### src/design/pwbd_pkg.sv
// Package for the pulse-wave beat detector: widths, reset values, register codes
// and the sequencer state type. It depends on nothing else.
`default_nettype none

package pwbd_pkg;

    localparam int TIME_W      = 14;
    localparam int PERIOD_W    = 7;
    localparam int REFR_W      = 11;
    localparam int BPM_W       = 12;
    localparam int CFG_INDEX_W = 3;
    localparam int CFG_DATA_W  = 14;
    localparam int USER_W      = 2;

    localparam logic [TIME_W-1:0] TIME_MAX = 14'h3FFF;
    localparam logic [BPM_W-1:0]  BPM_MAX  = 12'hFFF;
    localparam int BPM_NUMERATOR = 60000;

    // x / 5 == (x * 13108) >> 16 for every x below 16384
    localparam int RECIP_W    = 15;
    localparam int DIV5_RECIP = 13108;
    localparam int DIV5_SHIFT = 16;

    localparam int PERIOD_RST        = 10;
    localparam int REFR_RST          = 250;
    localparam int TIMEOUT_RST       = 2500;
    localparam int RESTART_LEVEL_RST = 512;
    localparam int INTERVAL_RST      = 600;
    localparam int NOTCH_RST         = 360;
    localparam int AMPLITUDE_RST     = 100;

    localparam logic [CFG_INDEX_W-1:0] CFG_SAMPLE_PERIOD = 3'd0;
    localparam logic [CFG_INDEX_W-1:0] CFG_REFRACTORY    = 3'd1;
    localparam logic [CFG_INDEX_W-1:0] CFG_TIMEOUT       = 3'd2;
    localparam logic [CFG_INDEX_W-1:0] CFG_RESTART_LEVEL = 3'd3;

    typedef enum logic [4:0] {
        ST_IDLE     = 5'b00001,
        ST_EVAL     = 5'b00010,
        ST_DIV_MEAN = 5'b00100,
        ST_DIV_BPM  = 5'b01000,
        ST_DONE     = 5'b10000
    } state_t;

endpackage

`default_nettype wire

### src/design/pulse_wave_beat_detector.sv
// An accepted sample passes ST_EVAL and ST_DONE; one that yields a new BPM also passes
// ST_DIV_MEAN and ST_DIV_BPM (two bit-serial divisions of 18 steps each on one shared
// divider). Samples are taken only in ST_IDLE, after the last result is loaded; a stalled
// result holds the sequencer in its last state. Reset (rst_n low, asynchronous)
// loads the register defaults and the restart state; the interval history has no reset.
`default_nettype none

module pulse_wave_beat_detector #(
    parameter int HISTORY_DEPTH = 10,
    parameter int SAMPLE_BITS   = 10,
    localparam int IN_TDATA_W   = ((SAMPLE_BITS + 7) / 8) * 8,
    localparam int OUT_FIELDS_W = pwbd_pkg::BPM_W + pwbd_pkg::TIME_W + SAMPLE_BITS,
    localparam int OUT_TDATA_W  = ((OUT_FIELDS_W + 7) / 8) * 8
) (
    input  wire logic                             clk,
    input  wire logic                             rst_n,
    input  wire logic                             cfg_valid,
    output logic                                  cfg_ready,
    input  wire logic [pwbd_pkg::CFG_INDEX_W-1:0] cfg_index,
    input  wire logic [pwbd_pkg::CFG_DATA_W-1:0]  cfg_data,
    input  wire logic                             s_axis_tvalid,
    output logic                                  s_axis_tready,
    input  wire logic [IN_TDATA_W-1:0]            s_axis_tdata,  // sample
    output logic                                  m_axis_tvalid,
    input  wire logic                             m_axis_tready,
    output logic [OUT_TDATA_W-1:0]                m_axis_tdata,  // bpm, interval_ms, amplitude
    output logic [pwbd_pkg::USER_W-1:0]           m_axis_tuser   // pulse, beat
);

    localparam int TW      = pwbd_pkg::TIME_W;
    localparam int SB      = SAMPLE_BITS;
    localparam int TOTAL_W = TW + $clog2(HISTORY_DEPTH);
    localparam int DIV_W   = (TOTAL_W > 16) ? TOTAL_W : 16;
    localparam int CNT_W   = $clog2(DIV_W);
    localparam int PROD_W  = TW + pwbd_pkg::RECIP_W;

    pwbd_pkg::state_t state_reg, state_next;

    logic [pwbd_pkg::PERIOD_W-1:0] period_reg;
    logic [pwbd_pkg::REFR_W-1:0]   refr_reg;
    logic [TW-1:0]                 timeout_reg;
    logic [SB-1:0]                 restart_reg;

    logic [TW-1:0]              since_reg, since_next;
    logic [TW-1:0]              interval_reg, interval_next;
    logic [TW-1:0]              notch_reg, notch_next;
    logic [SB-1:0]              peak_reg, peak_next;
    logic [SB-1:0]              trough_reg, trough_next;
    logic [SB-1:0]              thr_reg, thr_next;
    logic                       pulse_reg, pulse_next;
    logic                       first_reg, first_next;
    logic                       second_reg, second_next;
    logic [pwbd_pkg::BPM_W-1:0] bpm_reg, bpm_next;
    logic [SB-1:0]              amp_reg, amp_next;
    logic                       beat_reg, beat_next;
    logic                       out_valid_reg;

    logic [SB-1:0]      sample_reg;
    logic [TW-1:0]      hist_reg [HISTORY_DEPTH];
    logic [TOTAL_W-1:0] total_reg, total_next;
    logic [DIV_W-1:0]   quo_reg;
    logic [TW-1:0]      rem_reg;
    logic [TW-1:0]      den_reg;
    logic [CNT_W-1:0]   cnt_reg;

    logic [TW:0]           time_sum;
    logic [TW-1:0]         now_ms;
    logic                  hit;
    logic                  hist_fill;
    logic [SB:0]           thr_sum;
    logic [PROD_W-1:0]     div5_prod;
    logic [TW-1:0]         div5_q;
    logic [TW:0]           rem_shift;
    logic [TW+1:0]         trial;
    logic                  q_bit;
    logic [TW-1:0]         rem_step;
    logic [DIV_W-1:0]      quo_step;
    logic                  out_load;

    assign cfg_ready     = 1'b1;
    assign s_axis_tready = (state_reg == pwbd_pkg::ST_IDLE);
    assign m_axis_tvalid = out_valid_reg;

    assign time_sum = {1'b0, since_reg} + (TW + 1)'(period_reg);
    assign now_ms   = time_sum[TW] ? pwbd_pkg::TIME_MAX : time_sum[TW-1:0];

    assign div5_prod  = PROD_W'(interval_reg) * PROD_W'(pwbd_pkg::DIV5_RECIP);
    assign div5_q     = TW'(div5_prod[PROD_W-1:pwbd_pkg::DIV5_SHIFT]);
    assign notch_next = TW'({div5_q, 1'b0} + {1'b0, div5_q});

    assign rem_shift = {rem_reg, quo_reg[DIV_W-1]};
    assign trial     = {1'b0, rem_shift} - {2'b00, den_reg};
    assign q_bit     = ~trial[TW+1];
    assign rem_step  = q_bit ? trial[TW-1:0] : rem_shift[TW-1:0];
    assign quo_step  = {quo_reg[DIV_W-2:0], q_bit};

    assign out_load = (state_reg == pwbd_pkg::ST_DONE) && (!out_valid_reg || m_axis_tready);

    always_comb
    begin
        since_next    = now_ms;
        interval_next = interval_reg;
        peak_next     = peak_reg;
        trough_next   = trough_reg;
        thr_next      = thr_reg;
        pulse_next    = pulse_reg;
        first_next    = first_reg;
        second_next   = second_reg;
        amp_next      = amp_reg;
        beat_next     = 1'b0;
        hist_fill     = 1'b0;
        thr_sum       = '0;
        hit = (now_ms > TW'(refr_reg)) && (sample_reg > thr_reg) && !pulse_reg
              && (now_ms > notch_reg);

        if ((sample_reg < thr_reg) && (now_ms > notch_reg) && (sample_reg < trough_reg))
        begin
            trough_next = sample_reg;
        end
        if ((sample_reg > thr_reg) && (sample_reg > peak_reg))
        begin
            peak_next = sample_reg;
        end

        if (hit)
        begin
            pulse_next    = 1'b1;
            interval_next = now_ms;
            since_next    = '0;
            if (first_reg)
            begin
                first_next = 1'b0;
            end
            else
            begin
                second_next = 1'b0;
                hist_fill   = second_reg;
                beat_next   = 1'b1;
            end
        end

        if (!(hit && first_reg))
        begin
            if ((sample_reg < thr_reg) && pulse_next)
            begin
                pulse_next  = 1'b0;
                amp_next    = (peak_next >= trough_next) ? (peak_next - trough_next) : '0;
                thr_sum     = (SB + 1)'(amp_next >> 1) + (SB + 1)'(trough_next);
                thr_next    = thr_sum[SB-1:0];
                peak_next   = thr_sum[SB-1:0];
                trough_next = thr_sum[SB-1:0];
            end
            if (now_ms > timeout_reg)
            begin
                thr_next    = restart_reg;
                peak_next   = restart_reg;
                trough_next = restart_reg;
                since_next  = '0;
                first_next  = 1'b1;
                second_next = 1'b1;
            end
        end

        if (hist_fill)
        begin
            total_next = TOTAL_W'(now_ms) * TOTAL_W'(HISTORY_DEPTH);
        end
        else
        begin
            total_next = total_reg - TOTAL_W'(hist_reg[0]) + TOTAL_W'(now_ms);
        end

        if (|quo_step[DIV_W-1:pwbd_pkg::BPM_W])
        begin
            bpm_next = pwbd_pkg::BPM_MAX;
        end
        else
        begin
            bpm_next = quo_step[pwbd_pkg::BPM_W-1:0];
        end
    end

    always_comb
    begin
        state_next = state_reg;
        unique case (state_reg)
            pwbd_pkg::ST_IDLE:
            begin
                if (s_axis_tvalid)
                begin
                    state_next = pwbd_pkg::ST_EVAL;
                end
            end
            pwbd_pkg::ST_EVAL:
            begin
                state_next = beat_next ? pwbd_pkg::ST_DIV_MEAN : pwbd_pkg::ST_DONE;
            end
            pwbd_pkg::ST_DIV_MEAN:
            begin
                if (cnt_reg == '0)
                begin
                    state_next = pwbd_pkg::ST_DIV_BPM;
                end
            end
            pwbd_pkg::ST_DIV_BPM:
            begin
                if (cnt_reg == '0)
                begin
                    state_next = pwbd_pkg::ST_DONE;
                end
            end
            pwbd_pkg::ST_DONE:
            begin
                if (out_load)
                begin
                    state_next = pwbd_pkg::ST_IDLE;
                end
            end
            default:
            begin
                state_next = pwbd_pkg::ST_IDLE;
            end
        endcase
    end

    always_ff @(posedge clk or negedge rst_n)
    begin
        if (!rst_n)
        begin
            state_reg     <= pwbd_pkg::ST_IDLE;
            period_reg    <= pwbd_pkg::PERIOD_W'(pwbd_pkg::PERIOD_RST);
            refr_reg      <= pwbd_pkg::REFR_W'(pwbd_pkg::REFR_RST);
            timeout_reg   <= TW'(pwbd_pkg::TIMEOUT_RST);
            restart_reg   <= SB'(pwbd_pkg::RESTART_LEVEL_RST);
            since_reg     <= '0;
            interval_reg  <= TW'(pwbd_pkg::INTERVAL_RST);
            notch_reg     <= TW'(pwbd_pkg::NOTCH_RST);
            peak_reg      <= SB'(pwbd_pkg::RESTART_LEVEL_RST);
            trough_reg    <= SB'(pwbd_pkg::RESTART_LEVEL_RST);
            thr_reg       <= SB'(pwbd_pkg::RESTART_LEVEL_RST);
            pulse_reg     <= 1'b0;
            first_reg     <= 1'b1;
            second_reg    <= 1'b1;
            bpm_reg       <= '0;
            amp_reg       <= SB'(pwbd_pkg::AMPLITUDE_RST);
            beat_reg      <= 1'b0;
            out_valid_reg <= 1'b0;
        end
        else
        begin
            state_reg <= state_next;
            notch_reg <= notch_next;

            if (cfg_valid)
            begin
                unique case (cfg_index)
                    pwbd_pkg::CFG_SAMPLE_PERIOD: period_reg  <= cfg_data[pwbd_pkg::PERIOD_W-1:0];
                    pwbd_pkg::CFG_REFRACTORY:    refr_reg    <= cfg_data[pwbd_pkg::REFR_W-1:0];
                    pwbd_pkg::CFG_TIMEOUT:       timeout_reg <= cfg_data[TW-1:0];
                    pwbd_pkg::CFG_RESTART_LEVEL: restart_reg <= cfg_data[SB-1:0];
                    default:
                    begin
                    end
                endcase
            end

            if (state_reg == pwbd_pkg::ST_EVAL)
            begin
                since_reg    <= since_next;
                interval_reg <= interval_next;
                peak_reg     <= peak_next;
                trough_reg   <= trough_next;
                thr_reg      <= thr_next;
                pulse_reg    <= pulse_next;
                first_reg    <= first_next;
                second_reg   <= second_next;
                amp_reg      <= amp_next;
                beat_reg     <= beat_next;
            end

            if ((state_reg == pwbd_pkg::ST_DIV_BPM) && (cnt_reg == '0))
            begin
                bpm_reg <= bpm_next;
            end

            if (out_load)
            begin
                out_valid_reg <= 1'b1;
            end
            else if (m_axis_tready)
            begin
                out_valid_reg <= 1'b0;
            end
        end
    end

    always_ff @(posedge clk)
    begin
        if (s_axis_tvalid && s_axis_tready)
        begin
            sample_reg <= s_axis_tdata[SB-1:0];
        end

        if ((state_reg == pwbd_pkg::ST_EVAL) && beat_next)
        begin
            for (int i = 0; i < HISTORY_DEPTH - 1; i++)
            begin
                hist_reg[i] <= hist_fill ? now_ms : hist_reg[i+1];
            end
            hist_reg[HISTORY_DEPTH-1] <= now_ms;
            total_reg <= total_next;
            quo_reg   <= DIV_W'(total_next);
            den_reg   <= TW'(HISTORY_DEPTH);
            rem_reg   <= '0;
            cnt_reg   <= CNT_W'(DIV_W - 1);
        end
        else if (state_reg == pwbd_pkg::ST_DIV_MEAN)
        begin
            if (cnt_reg == '0)
            begin
                quo_reg <= DIV_W'(pwbd_pkg::BPM_NUMERATOR);
                den_reg <= quo_step[TW-1:0];
                rem_reg <= '0;
                cnt_reg <= CNT_W'(DIV_W - 1);
            end
            else
            begin
                quo_reg <= quo_step;
                rem_reg <= rem_step;
                cnt_reg <= cnt_reg - CNT_W'(1);
            end
        end
        else if (state_reg == pwbd_pkg::ST_DIV_BPM)
        begin
            quo_reg <= quo_step;
            rem_reg <= rem_step;
            cnt_reg <= cnt_reg - CNT_W'(1);
        end

        if (out_load)
        begin
            m_axis_tdata <= OUT_TDATA_W'({amp_reg, interval_reg, bpm_reg});
            m_axis_tuser <= {beat_reg, pulse_reg};
        end
    end

endmodule

`default_nettype wire

### config.mk
export PLATFORM = sky130hd
export DESIGN_NAME = pulse_wave_beat_detector
export DESIGN_NICKNAME = d
export VERILOG_FILES = /design/src/design/pwbd_pkg.sv /design/src/design/pulse_wave_beat_detector.sv
export SDC_FILE = /design/constraint.sdc
export NUM_CORES = 1
export LEC_CHECK = 0
export BUFFER_PORTS_ARGS = -buffer_cell sky130_fd_sc_hd__buf_2
export CORE_UTILIZATION = 30
export CTS_BUF_LIST = sky130_fd_sc_hd__clkbuf_4
export DETAILED_ROUTE_END_ITERATION = 8
export PLACE_DENSITY_LB_ADDON = 0.25
export RECOVER_POWER = 25
export SYNTH_ARGS = -nofsm -noshare
export SYNTH_HDL_FRONTEND = slang
export SYNTH_SLANG_ARGS = --single-unit
### constraint.sdc
create_clock -name clk -period 11.6 [get_ports clk]
set_input_delay 1.16 -clock clk [delete_from_list [all_inputs] [get_ports clk]]
set_output_delay 1.16 -clock clk [all_outputs]
set_load 0.01 [all_outputs]
==> flow_summary.toml, run 1 <==
[global_route]
grt_pass1_vias = 17400
overflow = 0
grt_use_met3_pct = 2.81
grt_busiest_layer = "met2"
antenna_found_initial = 3
grt.total_usage_pct = 14.7
grtUsageMet2_pct = 23.4
grt_pass1_wl_um = 95500
grt_max_degree = 99
met1_usage_pct = 20.3

[power_and_ir_drop]
p_sw_share_pct = 42.8
pwr-share-comb_pct = 50.9
power.density_nw_per_um2 = 237
total_power_mw = 6.43
pwr-share-clk_pct = 20.9
cellLeakagePower_nw = 12.5
switchingPower_mw = 2.75
internal-power_mw = 3.68
seq_power_share_pct = 28.2
peakVddDrop_uv = 143

[cells_and_area]
largest_register_ffs = 140
syn_to_final_growth_pct = 12.6
final_net_count = 2725
fin_cells = 3514
post-route-util_pct = 34.3
final_area_um2 = 27200
nFillCells = 7988
multi_input_area_um2 = 11700
regArea_um2 = 11100
drive_above_1_share_pct = 14.4

[clock_tree]
post_cts_buffers = 0
cts_made_buffers = 110
post_cts_resized = 0
cts_tree = "done"
insertion_delay_ns = 0.90
clk_pin_slew_ns = 0.07
clockRootBuffer = "clkbuf_4"
clockBufferDepth = 3
ctsHtreeMaxLevel = 3
cts.sinks = 403
postCtsHoldBufs = 0

[logic_synthesis]
synth_area_um2 = 24100
yosys.area.top_type = "edfxtp_1"
synthTopCellsByArea = "edfxtp_1, ha_1, dfrtp_1"
synthMuxAreaShare_pct = 2.39
synthArstFlopShare_pct = 36.2
synth_top_family_by_area = "adder cells"
synth-xor-area-share_pct = 3.20
synth_top_area_share_pct = 27.9
synth_fa_ha_area_share_pct = 18.9
avgSynthCellArea_um2 = 10.8
synth_compound_area_share_pct = 15.2
ys.flop_type = "edfxtp_1"
synth_simple_gate_area_share_pct = 8.77
yosysMostFrequentCell = "inv_1"
yosys-top-cells-count = "inv_1, ha_1, edfxtp_1, nand2_1, o21ai_0"
yosys_warnings = 0
yosysSeqAreaShare_pct = 45.9
synth_cell_type_count = 86
synth_cells = 2223
synth_edf_count = 224
synth_seq_cells = 403

[floorplan]
die_h_um = 286
dieArea_um2 = 81500
io_pins = 83
rows = 103
start_util_pct = 30.4
core_um2 = 79300
fp.dieW_um = 286

[sta]
maxSlewViolCount = 149
setup_viol = 0
finClkSkew_ns = 0.0827
hold_viol = 0
fin_crit_ns = 9.47
max_freq_mhz = 106
rsz0062_at_grt = "no"
post-route-period-util_pct = 81.7
tightest_slew_ns = 4.84
finalSetupTns_ns = 0
final.setup.worst_slack_ns = 2.13
hold_slack_ns = 0.449
worst_slew_margin_rel_pct = -223

[detailed_routing]
dr.first_iter.drc_count = 883
postRouteAntennaNets = 0
via_count = 16700
viasPerCell = 4.75
drt-total-wl_um = 58400
routedWlPerCell_um = 16.6
drc = 0
dr.pass1.iters = 8

[worst_setup_path]
crit_type = "reg2reg"
crit_path_max_fanout = 12
crit_slowest_cell = "mux2i_1"
arrival_ns = 10.22
cp-start-kind = "flip-flop"
end_kind = "flip-flop"
cp_data_required_time_ns = 12.35
max_stage_delay_ns = 0.59

[job]
timing.max_cap.violations = 2

[min_path]
holdCritPathClass = "reg2reg"

[place]
gp_congestion = 0.870
hpwl_um = 41800
dp_slack_ns = 2.22
io_buffers = 71
dp.cells = 3301
place_area_um2 = 25700

[status]
status = "finished, violations left"
violations = "max-capacitance violations, max-slew violations"
[cell type report]
cell class / count / area share (%)
multi-input cells: 1480 / 43.2
flip-flops and latches: 403 / 40.8
well taps: 1050 / 4.84
clock buffers: 157 / 4.34
inverters: 272 / 3.78
repair buffers: 96 / 1.92
clock inverters: 52 / 1.07
diodes: 4 / 0.0369
[logic make-up (layout without fill, tap and decap cells)]
logic type / after synthesis / count (layout)
other cells: 2 / 9
simple gates: 464 / 464
mux: 50 / 50
flops: 403 / 403
buf+inv: 343 / 577
compound gates: 549 / 549
xor+xnor: 88 / 88
fa+ha+maj: 324 / 324
[placed cells by master (no fill, tap or decap), types with 9 or more instances in the layout]
master / synthesis / routed
nor2b_1: 17 / 17
buf_4: 6 / 20
or3_1: 11 / 11
clkbuf_4: 0 / 157
mux2i_1: 15 / 15
o21bai_1: 18 / 18
nand3_1: 22 / 22
o31ai_1: 22 / 22
inv_1: 271 / 271
mux2_2: 30 / 30
nor3_1: 27 / 26
edfxtp_1: 224 / 224
o21a_1: 101 / 101
dfxtp_1: 33 / 33
fa_1: 68 / 68
nor4_1: 9 / 9
a21boi_0: 9 / 9
clkinv_1: 0 / 40
and3_1: 11 / 10
ha_1: 256 / 256
nand2_1: 210 / 210
xor2_1: 32 / 32
a21oi_1: 103 / 103
nand2b_1: 17 / 17
and2_1: 10 / 10
nand4_1: 15 / 15
buf_2: 17 / 68
xnor2_1: 56 / 56
dfstp_2: 31 / 25
o21ai_0: 125 / 125
dfrtp_1: 115 / 115
a21o_1: 74 / 74
nor2_1: 95 / 95
[per-layer routing]
metal / routed length (um) / part of all wire [%] / up-vias
met5: 0 / 0 / -
met4: 1310 / 2.2 / 0
met3: 2400 / 4.1 / 108
met2: 26600 / 45 / 332
met1: 28100 / 48 / 8107
li1: - / - / 8144
[power groups by stage]
| stage | Combinational, mW | Sequential [mW] | Clock, mW |
|---|---|---|---|
| 4_1_cts | 3.30 | 1.81 | 1.40 |
| 6_report | 3.28 | 1.81 | 1.34 |
| 3_5_place_dp | 3.27 | 1.84 | 0 |
| 2_1_floorplan | 2.38 | 1.80 | 0 |
| 5_1_grt | 3.71 | 1.83 | 1.47 |
| 3_3_place_gp | 3.23 | 1.84 | 0 |
[final timing paths]
| kind | startpoint | end | slack, ns | cells past startpoint |
|---|---|---|---|---|
| hold reg to reg | beat_reg | m_axis_tuser[1] | 0.45 | 0 |
| max in group asynchronous | rst_n | state_reg[2] | 4.55 | 2 |
| setup reg to reg | period_reg[0] | thr_reg[9] | 2.13 | 39 |
| min in group asynchronous | rst_n | amp_reg[0] | 2.08 | 1 |
| hold / removal | beat_reg | m_axis_tuser[1] | 0.45 | 0 |
| setup / recovery | period_reg[0] | thr_reg[9] | 2.13 | 39 |
[critical path: cells and delay by family, from the launching register on]
family	cells	cell delay, ns
AO/OA/AOI/OAI	15	2.86
XOR/XNOR	1	0.10
adder cells (fa/ha/maj)	5	1.78
buffers and inverters	4	0.81
flip-flops	1	0.39
multiplexers	2	1.01
AND/OR/NAND/NOR	12	2.40
Note: power is estimated with default switching activity, not from simulation.
==> run 2, diff against run 1 <==
Settings changed: ABC_AREA set to 1.
Clock period 11.6 ns to 8.3 ns, I/O delays scaled along.
==> run 2 against run 1 <==
  * The flow still finishes with violations (max-capacitance violations, max-slew violations)
  * Sequential power is 45% higher
  * Count of clock-buffer cells in the layout rose by 23
  * Critical path depth up 11
  * Register-to-register slack worse by 1.5 ns
  * Flip-flop and latch count unchanged
  * Synthesized cell count grew 17%
  * Largest cell class unchanged
  * Cell area grew 1.0%
  * Core utilization up 0.29 points
  * Critical endpoint is now peak_reg[6]
  * Fmax rose by 24%
  * Sequential share of layout area is 0.41 points lower
  * First-iteration DRC count up 5.1%
==> flow_summary.toml, run 2 <==
[cells_and_area]
final_net_count = 3129
post-route-util_pct = 34.6
drive_above_1_share_pct = 13.5
largest_register_ffs = 140
layout_commonest_cell = "nand2_1"
fin_cells = 3916
layout_common_cells = "nand2_1, inv_1, ha_1, edfxtp_1, clkbuf_4"
syn_to_final_growth_pct = 13.4

[floorplan]
core_um2 = 79400
dieArea_um2 = 81800
start_util_pct = 30.5
rows = 103
fp.dieW_um = 286
io_pins = 83
die_h_um = 286

[detailed_routing]
drc = 0
routedWlPerCell_um = 14.5
viasPerCell = 4.42
dr.pass1.iters = 5
dr.first_iter.drc_count = 928
drt-total-wl_um = 56800
via_count = 17300
postRouteAntennaNets = 0

[worst_setup_path]
crit_path_max_fanout = 8
max_stage_delay_ns = 0.42
crit_slowest_cell = "fa_1"
crit_type = "reg2reg"
arrival_ns = 8.41
cp-start-kind = "flip-flop"
crit_top_cell = "nand2_1"
cp_data_required_time_ns = 9.08
end_kind = "flip-flop"

[place]
hpwl_um = 40200
gp_congestion = 0.815
dp_slack_ns = 0.415
dp.cells = 3699
io_buffers = 71

[sta]
setup_viol = 0
post-route-period-util_pct = 91.9
finalSetupTns_ns = 0
fin_crit_ns = 7.62
tightest_slew_ns = 4.35
maxSlewViolCount = 188
hold_viol = 0
final.setup.worst_slack_ns = 0.675
max_freq_mhz = 131
finClkSkew_ns = 0.0702
worst_slew_margin_rel_pct = -190

[clock_tree]
cts.sinks = 403
clockRootBuffer = "clkbuf_4"
cts_tree = "done"
insertion_delay_ns = 0.89
clockBufferDepth = 3
cts_made_buffers = 109
ctsHtreeMaxLevel = 3
clk_pin_slew_ns = 0.06

[min_path]
holdCritPathClass = "in2reg"

[global_route]
grt_pass1_vias = 17200
antenna_found_initial = 1
grt_pass1_wl_um = 92400
grt_max_degree = 170
grt.total_usage_pct = 14.2
overflow = 0

[logic_synthesis]
synthTopCellsByArea = "edfxtp_1, ha_1, dfrtp_1"
synth_edf_count = 224
yosys_warnings = 0
synth_top_area_share_pct = 27.8
synth_cells = 2601
synth_seq_cells = 403
synth_cell_type_count = 61
ys.flop_type = "edfxtp_1"
avgSynthCellArea_um2 = 9.30
yosysSeqAreaShare_pct = 45.8
yosys.area.top_type = "edfxtp_1"
yosys-top-cells-count = "nand2_1, inv_1, ha_1, edfxtp_1"
synthArstFlopShare_pct = 36.2
yosysMostFrequentCell = "nand2_1"
synth_area_um2 = 24200

[power_and_ir_drop]
total_power_mw = 9.47
power.density_nw_per_um2 = 345
cellLeakagePower_nw = 14.0
peakVddDrop_uv = 247

[status]
status = "finished, violations left"
violations = "max-capacitance violations, max-slew violations"

[job]
timing.max_cap.violations = 3
==> run 2: cell families (layout without fill, tap and decap cells) <==
logic type               after synthesis  count (layout)  synth area share (%)
XOR/XNOR                              61              61                  2.21
buffers and inverters                510             770                  8.20
AO/OA/AOI/OAI                        397             397                  9.27
adder cells (fa/ha/maj)              324             324                  18.9
flip-flops                           403             403                  45.8
other                                  2               7                0.0310
AND/OR/NAND/NOR                      904             904                  15.6
==> run 2: area by class of cell <==
cell class,instances,area (um^2)
Antenna cell,2,5.00
Clock buffer,180,1350
Clock inverter,28,179
Fill cell,8295,52000
Inverter,454,1710
Multi-Input combinational cell,1691,11200
Sequential cell,403,11100
Tap cell,1050,1310
Timing Repair Buffer,108,636
==> run 2: path summary, 6_finish.rpt <==
| kind | start | depth (start not counted) | slack, ns | end |
|---|---|---|---|---|
| hold reg to reg | bpm_reg[9] | 0 | 0.44 | m_axis_tdata[9] |
| hold / removal | s_axis_tdata[6] | 1 | 0.12 | sample_reg[6] |
| min in group asynchronous | rst_n | 2 | 2.05 | interval_reg[12] |
| setup / recovery | period_reg[0] | 50 | 0.68 | peak_reg[6] |
| max in group asynchronous | rst_n | 3 | 2.70 | restart_reg[6] |
| setup reg to reg | period_reg[0] | 50 | 0.68 | peak_reg[6] |
==> run 2: report_power, final <==
part           switching (mW)  leakage, nW  internal, mW
sequential              0.160         4.14          2.46
combinational            3.09         8.92          1.84
clock                   0.879        0.910          1.04
==> run 2: timing repair <==
item / CTS / global route
endpoints found under the setup margin: 0 / 17
buffers inserted: 0 / 6
hold endpoints to repair: 49 / 0
hold buffers: 1 / 0
resized for setup: 0 / 13
==> run 2: layer usage <==
layer  global-route usage [%]  up-vias  part of all wire, %
li1                         -     8918                    -
met1                     20.1     8024                   51
met2                     21.7      286                   43
met3                     2.48       91                  4.0
met4                     5.01        0                  2.3
met5                        0        -                    0
==> run 2: worst max-delay path: cells and delay by family (launching register included) <==
kind,cells,cell delay (ns)
flops,1,0.38
simple gates,25,2.36
compound gates,9,1.51
buf+inv,10,1.33
fa+ha+maj,6,1.98
==> run 2: metrics by stage <==
step | instance area [um^2] | hold slack (ns)
detailed placement | 25800 | 0.432
global placement | 25800 | 0.431
finish | 27400 | 0.125
CTS | 27400 | 0.00956
global route | 27400 | 0.0446
floorplan | 24200 | 0.425
